<file path="config.mk">
export PLATFORM = sky130hd
export DESIGN_NAME = counting_semaphore_wait_queue_top
export DESIGN_NICKNAME = d
export VERILOG_FILES = /design/src/hdl/csw_pkg.sv /design/src/hdl/csw_ram.sv /design/src/hdl/csw_front.sv /design/src/hdl/csw_back.sv /design/src/hdl/counting_semaphore_wait_queue_top.sv
export SDC_FILE = /design/constraint.sdc
export NUM_CORES = 1
export LEC_CHECK = 0
export CORE_ASPECT_RATIO = 0.5
export CORE_MARGIN = 2
export CORE_UTILIZATION = 69
export CTS_CLUSTER_SIZE = 10
export DETAILED_ROUTE_END_ITERATION = 10
export DONT_BUFFER_PORTS = 1
export HOLD_SLACK_MARGIN = 0.05
export PLACE_DENSITY = 0.87
export SKIP_CTS_REPAIR_TIMING = 1
export SYNTH_ARGS = -nofsm -noshare
export SYNTH_HDL_FRONTEND = slang
export SYNTH_SLANG_ARGS = --single-unit
</file>
<file path="constraint.sdc">
create_clock -name clk -period 7.83 [get_ports clk]
set_clock_uncertainty 0.1 [all_clocks]
set_input_delay 0.783 -clock clk [delete_from_list [all_inputs] [get_ports clk]]
set_output_delay 0.783 -clock clk [all_outputs]
set_load 0.1 [all_outputs]
</file>
<file path="src/hdl/csw_pkg.sv">
// Shared types, codes and the helper function of the counting semaphore wait queue.
package csw_pkg;

    localparam int QUEUE_DEPTH_DEF = 16;

    localparam int COUNT_W = 16;
    localparam int INIT_W  = 10;
    localparam int TID_W   = 8;
    localparam int AMT_W   = 6;
    localparam int KIND_W  = 3;
    localparam int RELC_W  = 5;

    localparam logic [KIND_W-1:0] KIND_GRANTED     = 3'd0;
    localparam logic [KIND_W-1:0] KIND_BLOCKED     = 3'd1;
    localparam logic [KIND_W-1:0] KIND_RELEASED    = 3'd2;
    localparam logic [KIND_W-1:0] KIND_SIGNAL_DONE = 3'd3;
    localparam logic [KIND_W-1:0] KIND_REJECTED    = 3'd4;

    localparam logic [1:0] OP_WAIT      = 2'd0;
    localparam logic [1:0] OP_SIG_NEG   = 2'd1;
    localparam logic [1:0] OP_SIG_ONE   = 2'd2;
    localparam logic [1:0] OP_SIG_MULTI = 2'd3;

    localparam logic CMD_WAIT = 1'b0;

    localparam logic signed [AMT_W-1:0] DEC_ONE = -6'sd1;
    localparam logic signed [AMT_W-1:0] INC_ONE = 6'sd1;

    typedef struct packed {
        logic [1:0]                code;
        logic [TID_W-1:0]          tid;
        logic signed [AMT_W-1:0]   amount;
    } csw_op_t;

    // Adds a small signed delta to the count and clamps at the 16-bit signed range.
    function automatic logic signed [COUNT_W-1:0] sat_add(
        input logic signed [COUNT_W-1:0] a,
        input logic signed [AMT_W-1:0]   d
    );
        logic signed [COUNT_W:0] s;
        s = {a[COUNT_W-1], a} + {{(COUNT_W-AMT_W+1){d[AMT_W-1]}}, d};
        if (s[COUNT_W] != s[COUNT_W-1])
        begin
            return s[COUNT_W] ? {1'b1, {(COUNT_W-1){1'b0}}} : {1'b0, {(COUNT_W-1){1'b1}}};
        end
        return s[COUNT_W-1:0];
    endfunction

endpackage

</file>
<file path="src/hdl/csw_ram.sv">
// Generic single-write, single-read RAM with a registered read port.
module csw_ram #(
    parameter int WIDTH = 8,
    parameter int DEPTH = 16
) (
    input  logic                     clk,
    input  logic                     wr_en,
    input  logic [$clog2(DEPTH)-1:0] wr_addr,
    input  logic [WIDTH-1:0]         wr_data,
    input  logic                     rd_en,
    input  logic [$clog2(DEPTH)-1:0] rd_addr,
    output logic [WIDTH-1:0]         rd_data
);

    logic [WIDTH-1:0] mem_reg [DEPTH];
    logic [WIDTH-1:0] rd_data_reg;

    always_ff @(posedge clk)
    begin
        if (wr_en)
        begin
            mem_reg[wr_addr] <= wr_data;
        end
        if (rd_en)
        begin
            rd_data_reg <= mem_reg[rd_addr];
        end
    end

    assign rd_data = rd_data_reg;

endmodule

</file>
<file path="src/hdl/csw_front.sv">
// Front end: accepts requests, classifies them and holds them in a two-entry queue.
module csw_front (
    input  logic                            clk,
    input  logic                            rst_n,
    input  logic                            in_valid,
    output logic                            in_stall,
    input  logic                            cmd,
    input  logic [csw_pkg::TID_W-1:0]       thread_id,
    input  logic signed [csw_pkg::AMT_W-1:0] signal_count,
    output logic                            op_valid,
    input  logic                            op_pop,
    output csw_pkg::csw_op_t                op
);
    import csw_pkg::*;

    csw_op_t    entry_reg [2];
    logic       wr_ptr_reg;
    logic       wr_ptr_next;
    logic       rd_ptr_reg;
    logic       rd_ptr_next;
    logic [1:0] fill_reg;
    logic [1:0] fill_next;
    logic       push;
    logic       pop;
    csw_op_t    decoded;

    always_comb
    begin
        decoded.tid    = thread_id;
        decoded.amount = signal_count;
        priority if (cmd == CMD_WAIT)
        begin
            decoded.code = OP_WAIT;
        end
        else if (signal_count[AMT_W-1])
        begin
            decoded.code = OP_SIG_NEG;
        end
        else if (signal_count == '0)
        begin
            decoded.code = OP_SIG_ONE;
        end
        else
        begin
            decoded.code = OP_SIG_MULTI;
        end
    end

    assign in_stall = (fill_reg == 2'd2);
    assign push     = in_valid && !in_stall;
    assign op_valid = (fill_reg != 2'd0);
    assign pop      = op_pop && op_valid;
    assign op       = entry_reg[rd_ptr_reg];

    always_comb
    begin
        wr_ptr_next = push ? !wr_ptr_reg : wr_ptr_reg;
        rd_ptr_next = pop ? !rd_ptr_reg : rd_ptr_reg;
        fill_next   = fill_reg + {1'b0, push} - {1'b0, pop};
    end

    always_ff @(posedge clk or negedge rst_n)
    begin
        if (!rst_n)
        begin
            wr_ptr_reg <= 1'b0;
            rd_ptr_reg <= 1'b0;
            fill_reg   <= 2'd0;
        end
        else
        begin
            wr_ptr_reg <= wr_ptr_next;
            rd_ptr_reg <= rd_ptr_next;
            fill_reg   <= fill_next;
        end
    end

    always_ff @(posedge clk)
    begin
        if (push)
        begin
            entry_reg[wr_ptr_reg] <= decoded;
        end
    end

endmodule

</file>
<file path="src/hdl/csw_back.sv">
// Back end: semaphore count, wait queue storage and the result register.
module csw_back #(
    parameter int QUEUE_DEPTH = csw_pkg::QUEUE_DEPTH_DEF
) (
    input  logic                             clk,
    input  logic                             rst_n,
    input  logic                             cfg_wr_en,
    input  logic [csw_pkg::INIT_W-1:0]       cfg_wr_data,
    input  logic                             op_valid,
    output logic                             op_pop,
    input  csw_pkg::csw_op_t                 op,
    output logic                             out_valid,
    input  logic                             out_stall,
    output logic [csw_pkg::KIND_W-1:0]       kind,
    output logic [csw_pkg::TID_W-1:0]        released_id,
    output logic signed [csw_pkg::AMT_W-1:0] return_value,
    output logic                             last
);
    import csw_pkg::*;

    localparam int AW = $clog2(QUEUE_DEPTH);
    localparam int LW = $clog2(QUEUE_DEPTH + 1);
    localparam int CW = (LW > RELC_W) ? LW : RELC_W;
    localparam logic [AW-1:0] LAST_SLOT = AW'(QUEUE_DEPTH - 1);
    localparam logic [LW-1:0] FULL_LEN  = LW'(QUEUE_DEPTH);

    localparam logic ST_IDLE = 1'b0;
    localparam logic ST_REL  = 1'b1;

    logic                       state_reg, state_next;
    logic signed [COUNT_W-1:0]  count_reg, count_next;
    logic [AW-1:0]              head_reg, head_next;
    logic [AW-1:0]              tail_reg, tail_next;
    logic [LW-1:0]              len_reg, len_next;
    logic [RELC_W-1:0]          rel_left_reg, rel_left_next;
    logic signed [AMT_W-1:0]    rel_rv_reg, rel_rv_next;

    logic                       out_valid_reg, out_valid_next;
    logic [KIND_W-1:0]          kind_reg, kind_next;
    logic [TID_W-1:0]           id_reg, id_next;
    logic signed [AMT_W-1:0]    rv_reg, rv_next;
    logic                       last_reg, last_next;
    logic                       out_load;

    logic                       out_free;
    logic                       ram_we;
    logic                       ram_re;
    logic [TID_W-1:0]           ram_rdata;
    logic [AW-1:0]              head_inc;
    logic [AW-1:0]              tail_inc;
    logic [CW-1:0]              len_w;
    logic [CW-1:0]              amt_w;
    logic [RELC_W-1:0]          rel_cnt;

    assign out_free = !out_valid_reg || !out_stall;
    assign head_inc = (head_reg == LAST_SLOT) ? '0 : head_reg + AW'(1);
    assign tail_inc = (tail_reg == LAST_SLOT) ? '0 : tail_reg + AW'(1);
    assign len_w    = CW'(len_reg);
    assign amt_w    = CW'(op.amount[RELC_W-1:0]);
    assign rel_cnt  = (len_w < amt_w) ? len_w[RELC_W-1:0] : op.amount[RELC_W-1:0];

    always_comb
    begin
        state_next    = state_reg;
        count_next    = count_reg;
        head_next     = head_reg;
        tail_next     = tail_reg;
        len_next      = len_reg;
        rel_left_next = rel_left_reg;
        rel_rv_next   = rel_rv_reg;
        kind_next     = kind_reg;
        id_next       = id_reg;
        rv_next       = rv_reg;
        last_next     = last_reg;
        out_load      = 1'b0;
        ram_we        = 1'b0;
        ram_re        = 1'b0;
        op_pop        = 1'b0;

        unique case (state_reg)
            ST_IDLE:
            begin
                if (op_valid && out_free)
                begin
                    op_pop = 1'b1;
                    unique case (op.code)
                        OP_WAIT:
                        begin
                            out_load  = 1'b1;
                            id_next   = op.tid;
                            rv_next   = '0;
                            last_next = 1'b1;
                            priority if (count_reg > 0)
                            begin
                                count_next = sat_add(count_reg, DEC_ONE);
                                kind_next  = KIND_GRANTED;
                                rv_next    = INC_ONE;
                            end
                            else if (len_reg == FULL_LEN)
                            begin
                                kind_next = KIND_REJECTED;
                            end
                            else
                            begin
                                count_next = sat_add(count_reg, DEC_ONE);
                                ram_we     = 1'b1;
                                tail_next  = tail_inc;
                                len_next   = len_reg + LW'(1);
                                kind_next  = KIND_BLOCKED;
                            end
                        end
                        OP_SIG_NEG:
                        begin
                            out_load  = 1'b1;
                            kind_next = KIND_SIGNAL_DONE;
                            id_next   = '0;
                            rv_next   = op.amount;
                            last_next = 1'b1;
                        end
                        OP_SIG_ONE:
                        begin
                            count_next = sat_add(count_reg, INC_ONE);
                            if (count_reg[COUNT_W-1] && (len_reg != '0))
                            begin
                                ram_re        = 1'b1;
                                head_next     = head_inc;
                                len_next      = len_reg - LW'(1);
                                rel_left_next = '0;
                                rel_rv_next   = '0;
                                state_next    = ST_REL;
                            end
                            else
                            begin
                                out_load  = 1'b1;
                                kind_next = KIND_SIGNAL_DONE;
                                id_next   = '0;
                                rv_next   = '0;
                                last_next = 1'b1;
                            end
                        end
                        OP_SIG_MULTI:
                        begin
                            count_next = sat_add(count_reg, op.amount);
                            if (len_reg != '0)
                            begin
                                ram_re        = 1'b1;
                                head_next     = head_inc;
                                len_next      = len_reg - LW'(1);
                                rel_left_next = rel_cnt - RELC_W'(1);
                                rel_rv_next   = AMT_W'(rel_cnt);
                                state_next    = ST_REL;
                            end
                            else
                            begin
                                out_load  = 1'b1;
                                kind_next = KIND_SIGNAL_DONE;
                                id_next   = '0;
                                rv_next   = '0;
                                last_next = 1'b1;
                            end
                        end
                    endcase
                end
            end
            ST_REL:
            begin
                if (out_free)
                begin
                    out_load  = 1'b1;
                    kind_next = KIND_RELEASED;
                    id_next   = ram_rdata;
                    rv_next   = rel_rv_reg;
                    last_next = (rel_left_reg == '0);
                    if (rel_left_reg != '0)
                    begin
                        ram_re        = 1'b1;
                        head_next     = head_inc;
                        len_next      = len_reg - LW'(1);
                        rel_left_next = rel_left_reg - RELC_W'(1);
                    end
                    else
                    begin
                        state_next = ST_IDLE;
                    end
                end
            end
        endcase

        if (cfg_wr_en)
        begin
            count_next = COUNT_W'(cfg_wr_data);
            head_next  = '0;
            tail_next  = '0;
            len_next   = '0;
            state_next = ST_IDLE;
        end

        out_valid_next = out_free ? out_load : out_valid_reg;
    end

    always_ff @(posedge clk or negedge rst_n)
    begin
        if (!rst_n)
        begin
            state_reg     <= ST_IDLE;
            count_reg     <= '0;
            head_reg      <= '0;
            tail_reg      <= '0;
            len_reg       <= '0;
            rel_left_reg  <= '0;
            out_valid_reg <= 1'b0;
        end
        else
        begin
            state_reg     <= state_next;
            count_reg     <= count_next;
            head_reg      <= head_next;
            tail_reg      <= tail_next;
            len_reg       <= len_next;
            rel_left_reg  <= rel_left_next;
            out_valid_reg <= out_valid_next;
        end
    end

    always_ff @(posedge clk)
    begin
        rel_rv_reg <= rel_rv_next;
        if (out_load && out_free)
        begin
            kind_reg <= kind_next;
            id_reg   <= id_next;
            rv_reg   <= rv_next;
            last_reg <= last_next;
        end
    end

    csw_ram #(
        .WIDTH (TID_W),
        .DEPTH (QUEUE_DEPTH)
    ) u_wait_ram (
        .clk     (clk),
        .wr_en   (ram_we),
        .wr_addr (tail_reg),
        .wr_data (op.tid),
        .rd_en   (ram_re),
        .rd_addr (head_reg),
        .rd_data (ram_rdata)
    );

    assign out_valid    = out_valid_reg;
    assign kind         = kind_reg;
    assign released_id  = id_reg;
    assign return_value = rv_reg;
    assign last         = last_reg;

endmodule

</file>
<file path="src/hdl/counting_semaphore_wait_queue_top.sv">
// Top level of the counting semaphore with a FIFO wait queue.
// A request releasing no waiter has its result registered when the back end pops it.
// A releasing request reads each released thread from the wait RAM into the result
// register, one per cycle while unstalled; no new request is taken until the last.
// Other requests go one per cycle unless out_stall holds the single result register.
// Reset clears the count to zero and empties the queue; a register write reloads both.
module counting_semaphore_wait_queue_top #(
    parameter int QUEUE_DEPTH = csw_pkg::QUEUE_DEPTH_DEF
) (
    input  logic                             clk,
    input  logic                             rst_n,
    input  logic                             cfg_wr_en,
    input  logic [csw_pkg::INIT_W-1:0]       cfg_wr_data,
    input  logic                             in_valid,
    output logic                             in_stall,
    input  logic                             cmd,
    input  logic [csw_pkg::TID_W-1:0]        thread_id,
    input  logic signed [csw_pkg::AMT_W-1:0] signal_count,
    output logic                             out_valid,
    input  logic                             out_stall,
    output logic [csw_pkg::KIND_W-1:0]       kind,
    output logic [csw_pkg::TID_W-1:0]        released_id,
    output logic signed [csw_pkg::AMT_W-1:0] return_value,
    output logic                             last
);
    import csw_pkg::*;

    logic    op_valid;
    logic    op_pop;
    csw_op_t op;

    csw_front u_front (
        .clk          (clk),
        .rst_n        (rst_n),
        .in_valid     (in_valid),
        .in_stall     (in_stall),
        .cmd          (cmd),
        .thread_id    (thread_id),
        .signal_count (signal_count),
        .op_valid     (op_valid),
        .op_pop       (op_pop),
        .op           (op)
    );

    csw_back #(
        .QUEUE_DEPTH (QUEUE_DEPTH)
    ) u_back (
        .clk          (clk),
        .rst_n        (rst_n),
        .cfg_wr_en    (cfg_wr_en),
        .cfg_wr_data  (cfg_wr_data),
        .op_valid     (op_valid),
        .op_pop       (op_pop),
        .op           (op),
        .out_valid    (out_valid),
        .out_stall    (out_stall),
        .kind         (kind),
        .released_id  (released_id),
        .return_value (return_value),
        .last         (last)
    );

    a_granted_fields: assert property (@(posedge clk) disable iff (!rst_n)
        out_valid && (kind == KIND_GRANTED) |-> (return_value == INC_ONE) && last)
        else $error("Granted wait must return one on a final result.");

    a_done_fields: assert property (@(posedge clk) disable iff (!rst_n)
        out_valid && (kind == KIND_SIGNAL_DONE) |-> (released_id == '0) && last)
        else $error("Signal without release must carry id zero on a final result.");

    a_blocked_fields: assert property (@(posedge clk) disable iff (!rst_n)
        out_valid && ((kind == KIND_BLOCKED) || (kind == KIND_REJECTED))
        |-> (return_value == '0) && last)
        else $error("Blocked or rejected wait must return zero on a final result.");

    a_released_count: assert property (@(posedge clk) disable iff (!rst_n)
        out_valid && (kind == KIND_RELEASED) |-> !return_value[AMT_W-1])
        else $error("Release count must not be negative.");

endmodule

</file>
==> metrics.md, run 1 <==
| Metric | Value |
|---|---|
| Crit-path max cell delay | `830 ps` |
| H-tree depth | `1` |
| Largest family of logic cells by synthesized area | `compound AO/OA/AOI/OAI gates` |
| Placed Cells | `1127` |
| Ranking of synthesized cells by area | `edfxtp_1, dfrtp_1, ha_1` |
| Reg clk slew, reported paths | `50 ps` |
| Layout cells sized above 1 | `9.45%` |
| Gr ovfl total | `0` |
| CTS Root Cell | `clkbuf_16` |
| Min Tclk post-route | `4060 ps` |
| FF+latch area | `6740 um^2` |
| Least-Margin Pin Slew | `1270 ps` |
| Reg2reg start | `u_front.rd_ptr_reg` |
| CTS tree | `done` |
| Sequential Power Share | `41.0%` |
| First-pass GRT wire length | `44600 um` |
| Vias per inst | `7.12` |
| Outcome | `finished, final reports clean` |
| Clock Latency Late Sink | `540 ps` |
| Bufs and invs on worst path | `0` |
| Multiplexer area fraction after synthesis | `8.46%` |
| Reg2Reg Setup Slack | `3770 ps` |
| Logic pwr share | `38.3%` |
| Post-synthesis simple-gate area fraction | `10.1%` |
| Crit path max-delay cell type | `dfrtp_1` |
| Multi-input logic area | `4580 um^2` |
| Syn_nets | `1015` |
| Drt wl/cell | `25.1 um` |
| Max FFs per register | `128` |
| Mapped Area | `11700 um^2` |
| Adder-cell area share of the yosys netlist | `4.57%` |
| Seq/Total Area, Yosys | `57.8%` |
| Arrival time at the worst endpoint | `4410 ps` |
| Die area | `18000 um^2` |
| Synth Area in Compound Gates | `13.0%` |
| Cell taking the most area after synthesis | `edfxtp_1` |
| RD Place Congestion | `0.918` |
| Max Cap Viol | `0` |
| Final TNS setup | `0 ps` |
| Vias in the first global route | `8021` |
| Worst rel slew slack | `15.3%` |
| Core Footprint | `16500 um^2` |
| HP Start | `cfg_wr_en` |
| FF-to-FF path depth | `9` |
| Fmax | `246 MHz` |
| CP startpoint kind | `flip-flop` |
| Post-DRT Antenna Nets | `0` |
| Clock sink total | `231` |
| Mean Syn Cell Area | `12.4 um^2` |
| CTS Buf Count | `27` |
| Final Hold Vio Count | `0` |
| Tcrit/Tclk final | `51.8%` |
| Synth warn | `0` |
| Nets | `1003` |
| Critical path required time | `8180 ps` |
| Post-Layout Cell Count | `1179` |
| IO buf count | `0` |
| Max VDD drop | `0.000233 V` |
| Syn-to-layout area delta | `7.75%` |
| CP Cell Sequence | `mux2_2 -> ha_1 -> a21oi_1 -> nor2_1 -> a211oi_1 -> o21ai_0 -> a211oi_2 -> o21ai_0 -> a21oi_1` |
| Final setup vio count | `0` |
| Crit path depth | `9` |
| Reg2reg end | `u_back.count_reg[2]` |
| Vias post-DR | `8392` |
| Hold Path End | `u_back.count_reg[12]` |
| Switch share | `43.8%` |
| Clock Path Buffers | `3` |
| Asr flop ratio synth | `17.3%` |
| Main synth FF type | `edfxtp_1` |
| DP HPWL | `18000 um` |
| Layout Utilization | `76.3%` |
| Net Sw Power | `2.40 mW` |
| Max-slew violations | `0` |
| First-pass DRT Iterations | `5` |
| RSZ-0062 raised after global routing | `no` |
| DRC violations left | `0` |
| Most numerous cell in the Yosys netlist | `edfxtp_1` |
| Leakage | `4.37 nW` |
| FF+latch count, synth | `231` |
| Total power | `5.48 mW` |
| Critical Path Sink Type | `flip-flop` |
| Largest net degree at the start of global routing | `54` |
| Power Dens Cells | `436 nW/um^2` |
| Initial antenna violation count | `0` |
| DIE HEIGHT | `95.9 um` |
| Die span in x | `188 um` |
| Fill cell count | `937` |
| Critical path peak fanout | `17` |
| Final WL | `29600 um` |
| Starting DRC count in detailed routing | `999` |
| FP Rows | `33` |
| Clk pwr share | `20.7%` |
| Worst Hold Class | `input port to flip-flop` |
| Design Area, Final | `12600 um^2` |
| Io pins | `50` |
| Synth Instances | `943` |
| Initial Utilization | `70.8%` |
| Synth cell types | `74` |
| Post-Synth XOR/XNOR Area | `3.08%` |
| Delay-heaviest family, CP | `compound AO/OA/AOI/OAI gates` |
| Kind of critical path | `flip-flop to flip-flop` |
| Tot GR Track Use | `32.7%` |
| Top-area cell type share of the netlist area | `49.2%` |
| Post-synth EDFFs | `191` |
| Int Pwr | `3.08 mW` |
| Hold Crit Depth | `1` |
| DP Area | `11700 um^2` |
| # diodes | `0` |
| Post-synth top cells | `edfxtp_1, nand2_1, a21oi_1, nor2_1, o21ai_0` |
## power by group through the flow
stage	combinational [mW]	sequential (mW)	clock, mW
3_5_place_dp	1.98	2.25	0
6_report	2.10	2.25	1.13
4_1_cts	2.03	2.23	1.12
3_3_place_gp	1.92	2.24	0
2_1_floorplan	1.70	2.10	0
5_1_grt	2.27	2.26	1.19
## per-layer routing
layer | part of all wire (%) | GRT usage, % | vias to the layer above
met3 | 10 | 5.58 | 114
li1 | - | - | 3560
met5 | 0 | 0 | -
met1 | 37 | 41.2 | 4063
met2 | 49 | 58.0 | 655
met4 | 4.4 | 12.8 | 0
## how the worst max path moves through the flow
| stage | to | slack (ps) | start |
|---|---|---|---|
| floorplan | u_back.kind[0] | 4360 | u_front.rd_ptr_reg |
| global placement | u_back.count_reg[13] | 3970 | u_front.rd_ptr_reg |
| detailed placement | u_back.count_reg[2] | 3850 | u_front.rd_ptr_reg |
| CTS | u_back.count_reg[2] | 3820 | u_front.rd_ptr_reg |
| global route | u_back.count_reg[13] | 3550 | u_front.rd_ptr_reg |
| finish | u_back.count_reg[2] | 3770 | u_front.rd_ptr_reg |
## area by class of cell
type	instances	area share (%)
Sequential cell	231	53.6
Multi-Input combinational cell	635	36.4
Clock buffer	48	6.01
Tap cell	227	2.26
Inverter	30	0.896
Timing Repair Buffer	6	0.538
Clock inverter	2	0.229
## cells in the final DEF, fill, tap and decap left out, types with 4 or more instances in the layout
cell	count
o21a_1	4
clkbuf_16	27
a21oi_1	69
nand4_1	8
and4_1	5
and2_1	20
o21ai_0	52
o22ai_1	12
and3_1	9
nand2_1	80
a31oi_1	10
nor2_1	58
o211ai_1	12
clkbuf_1	21
nor2b_1	7
edfxtp_1	191
xor2_1	18
a22o_1	5
mux2i_1	34
a221oi_1	12
nor3_1	16
a22oi_1	9
xnor2_1	23
ha_1	41
a211oi_1	4
nand3_1	14
a21o_1	7
or3_1	5
mux4_2	16
buf_4	4
inv_1	30
mux2_2	24
o221ai_1	4
dfrtp_1	39
## stage by stage
stage / hold slack (ps) / setup WS (ps)
floorplan: 361 / 4360
global placement: 380 / 3970
detailed placement: 391 / 3850
CTS: -166 / 3820
global route: 190 / 3550
finish: 216 / 3770
## kinds of logic after synthesis
logic type                 Yosys count
and+or+nand+nor                    243
AOI/OAI and AO/OA                  234
DFF                                231
buffers and inverters               77
muxes                               75
adders and majority gates           42
xor gates and xnor gates            41
Note: power is estimated with default switching activity, not from simulation.
==> inputs of run 2 (changes only) <==
--- a/config.mk
+++ b/config.mk
@@ -7,12 +7,12 @@
 export LEC_CHECK = 0
 export CORE_ASPECT_RATIO = 0.5
 export CORE_MARGIN = 2
-export CORE_UTILIZATION = 69
+export CORE_UTILIZATION = 64
 export CTS_CLUSTER_SIZE = 10
 export DETAILED_ROUTE_END_ITERATION = 10
 export DONT_BUFFER_PORTS = 1
 export HOLD_SLACK_MARGIN = 0.05
-export PLACE_DENSITY = 0.87
+export PLACE_DENSITY = 0.82
 export SKIP_CTS_REPAIR_TIMING = 1
 export SYNTH_ARGS = -nofsm -noshare
 export SYNTH_HDL_FRONTEND = slang
==> constraint.sdc (replaced) <==
create_clock -name clk -period 3.78 [get_ports clk]
set_clock_uncertainty 0.1 [all_clocks]
set_input_delay 0.378 -clock clk [delete_from_list [all_inputs] [get_ports clk]]
set_output_delay 0.378 -clock clk [all_outputs]
set_load 0.1 [all_outputs]
==> run 2 against run 1 <==
Against the previous run: wire length down 0.19%; die area grew 7.6%; sequential cell count is the same; critical path depth is 1 lower; sequential share of layout area is 1.8 points lower; setup slack worse by 3600 ps; via count decreased by 0.93%; global-route usage fell by 2.6 points; total power up 110%; sequential power grew 100%; count of clock-buffer cells in the layout unchanged; highest routed layer unchanged.
==> metrics.md, run 2 (same netlist as run 1, synthesis figures left out) <==
| Metric | Value |
|---|---|
| Critical path peak fanout | `12` |
| Reg2reg start | `u_front.rd_ptr_reg` |
| Critical path required time | `4050 ps` |
| Worst rel slew slack | `26.2%` |
| DP HPWL | `18800 um` |
| Max VDD drop | `0.000489 V` |
| CTS tree | `done` |
| Clock Path Buffers | `3` |
| DRC violations left | `0` |
| Final TNS setup | `0 ps` |
| H-tree depth | `1` |
| Vias per inst | `6.75` |
| CTS Root Cell | `clkbuf_16` |
| Max-slew violations | `0` |
| CP Cell Sequence | `mux2_2 -> ha_1 -> a21o_1 -> a2111oi_0 -> o21a_1 -> a311oi_1 -> nor2_1 -> a31oi_1` |
| Layout Utilization | `73.8%` |
| Arrival time at the worst endpoint | `3860 ps` |
| Layout cells sized above 1 | `10.8%` |
| Max Cap Viol | `0` |
| Least-Margin Pin Slew | `1110 ps` |
| Drt wl/cell | `24.0 um` |
| Fmax | `279 MHz` |
| Clock Latency Late Sink | `550 ps` |
| First-pass GRT wire length | `44200 um` |
| Syn-to-layout area delta | `11.4%` |
| CTS Buf Count | `27` |
| WHS | `57.2 ps` |
| Leakage | `4.58 nW` |
| Io pins | `50` |
| RSZ-0062 raised after global routing | `no` |
| Tcrit/Tclk final | `95.0%` |
| Starting DRC count in detailed routing | `973` |
| # diodes | `0` |
| Tot GR Track Use | `30.0%` |
| Hold Crit Depth | `3` |
| FF-to-FF path depth | `8` |
| Final setup vio count | `0` |
| Final WL | `29500 um` |
| Initial antenna violation count | `0` |
| Final Hold Vio Count | `0` |
| Outcome | `finished, final reports clean` |
| Power Dens Cells | `883 nW/um^2` |
| Clock sink total | `231` |
| Reg2reg end | `u_back.count_reg[0]` |
| Reg clk slew, reported paths | `60 ps` |
| Max FFs per register | `128` |
| Worst Hold Class | `input port to flip-flop` |
| Vias in the first global route | `7981` |
| Die span in x | `195 um` |
| Fill cell count | `1140` |
| Post-DRT Antenna Nets | `0` |
| Min Tclk post-route | `3590 ps` |
| RD Place Congestion | `0.898` |
| Commonest cells after routing, fill and taps aside | `edfxtp_1, nand2_1, a21oi_1, nor2_1, o21ai_0` |
| HP Start | `cfg_wr_en` |
| FP Rows | `34` |
| CP startpoint kind | `flip-flop` |
| DIE HEIGHT | `99.4 um` |
| First-pass DRT Iterations | `8` |
| Core Footprint | `17600 um^2` |
| Vias post-DR | `8314` |
| Crit-path max cell delay | `590 ps` |
| Nets | `1048` |
| Crit path max-delay cell type | `nor2_1` |
| Die area | `19400 um^2` |
| Critical Path Sink Type | `flip-flop` |
| Initial Utilization | `66.2%` |
| Gr ovfl total | `0` |
| Hold Path End | `u_back.count_reg[15]` |
| IO buf count | `0` |
| Kind of critical path | `flip-flop to flip-flop` |
| Reg2Reg Setup Slack | `190 ps` |
| Commonest non-fill, non-tap cell in the layout | `edfxtp_1` |
| Largest net degree at the start of global routing | `41` |
run 2: metrics by stage:
stage	cell area (um^2)	std cells	setup WS (ps)	power, mW
global placement	11900	1151	392	8.81
finish	13000	1231	190	11.5
detailed placement	11900	1151	285	8.93
CTS	12700	1201	283	11.3
floorplan	11700	943	309	7.88
global route	13000	1231	95.4	12.0
run 2: cell type report:
cell class / count / area (um^2) / area share [%]
Timing Repair Buffer: 51 / 475 / 3.66
Tap cell: 234 / 293 / 2.25
Clock inverter: 2 / 28.8 / 0.222
Multi-Input combinational cell: 635 / 4580 / 35.2
Sequential cell: 231 / 6740 / 51.9
Clock buffer: 48 / 764 / 5.89
Inverter: 30 / 113 / 0.867
run 2: power breakdown:
| group | internal (mW) | switching, mW | total (mW) |
|---|---|---|---|
| sequential | 3.42 | 1.19 | 4.61 |
| clock | 1.37 | 1.01 | 2.38 |
| combinational | 1.73 | 2.76 | 4.48 |
run 2: how the worst max path moves through the flow:
stage / cells past startpoint / to / start / slack, ps
after floorplan: 10 / u_back.kind[0] / u_front.rd_ptr_reg / 310
after global placement: 8 / u_back.count_reg[6] / u_front.rd_ptr_reg / 390
after detailed placement: 8 / u_back.count_reg[0] / u_front.rd_ptr_reg / 280
after CTS: 8 / u_back.count_reg[0] / u_front.rd_ptr_reg / 280
after global routing: 8 / u_back.u_wait_ram.mem_reg[6][6] / u_front.rd_ptr_reg / 100
final: 8 / u_back.count_reg[0] / u_front.rd_ptr_reg / 190
run 2: per-layer routing:
layer  vias up  track usage (%)  wire [um]
li1       3660                -          -
met1      4058             39.1      11500
met2       500             50.7      14300
met3        96             5.46       2680
met4         0             12.7       1140
met5         -                0          0
run 2: critical path: cells and delay by family, from the launching register on:
kind,cells,cell delay (ps)
compound gates,5,1290
simple gates,1,590
flops,1,520
mux,1,510
fa+ha+maj,1,400
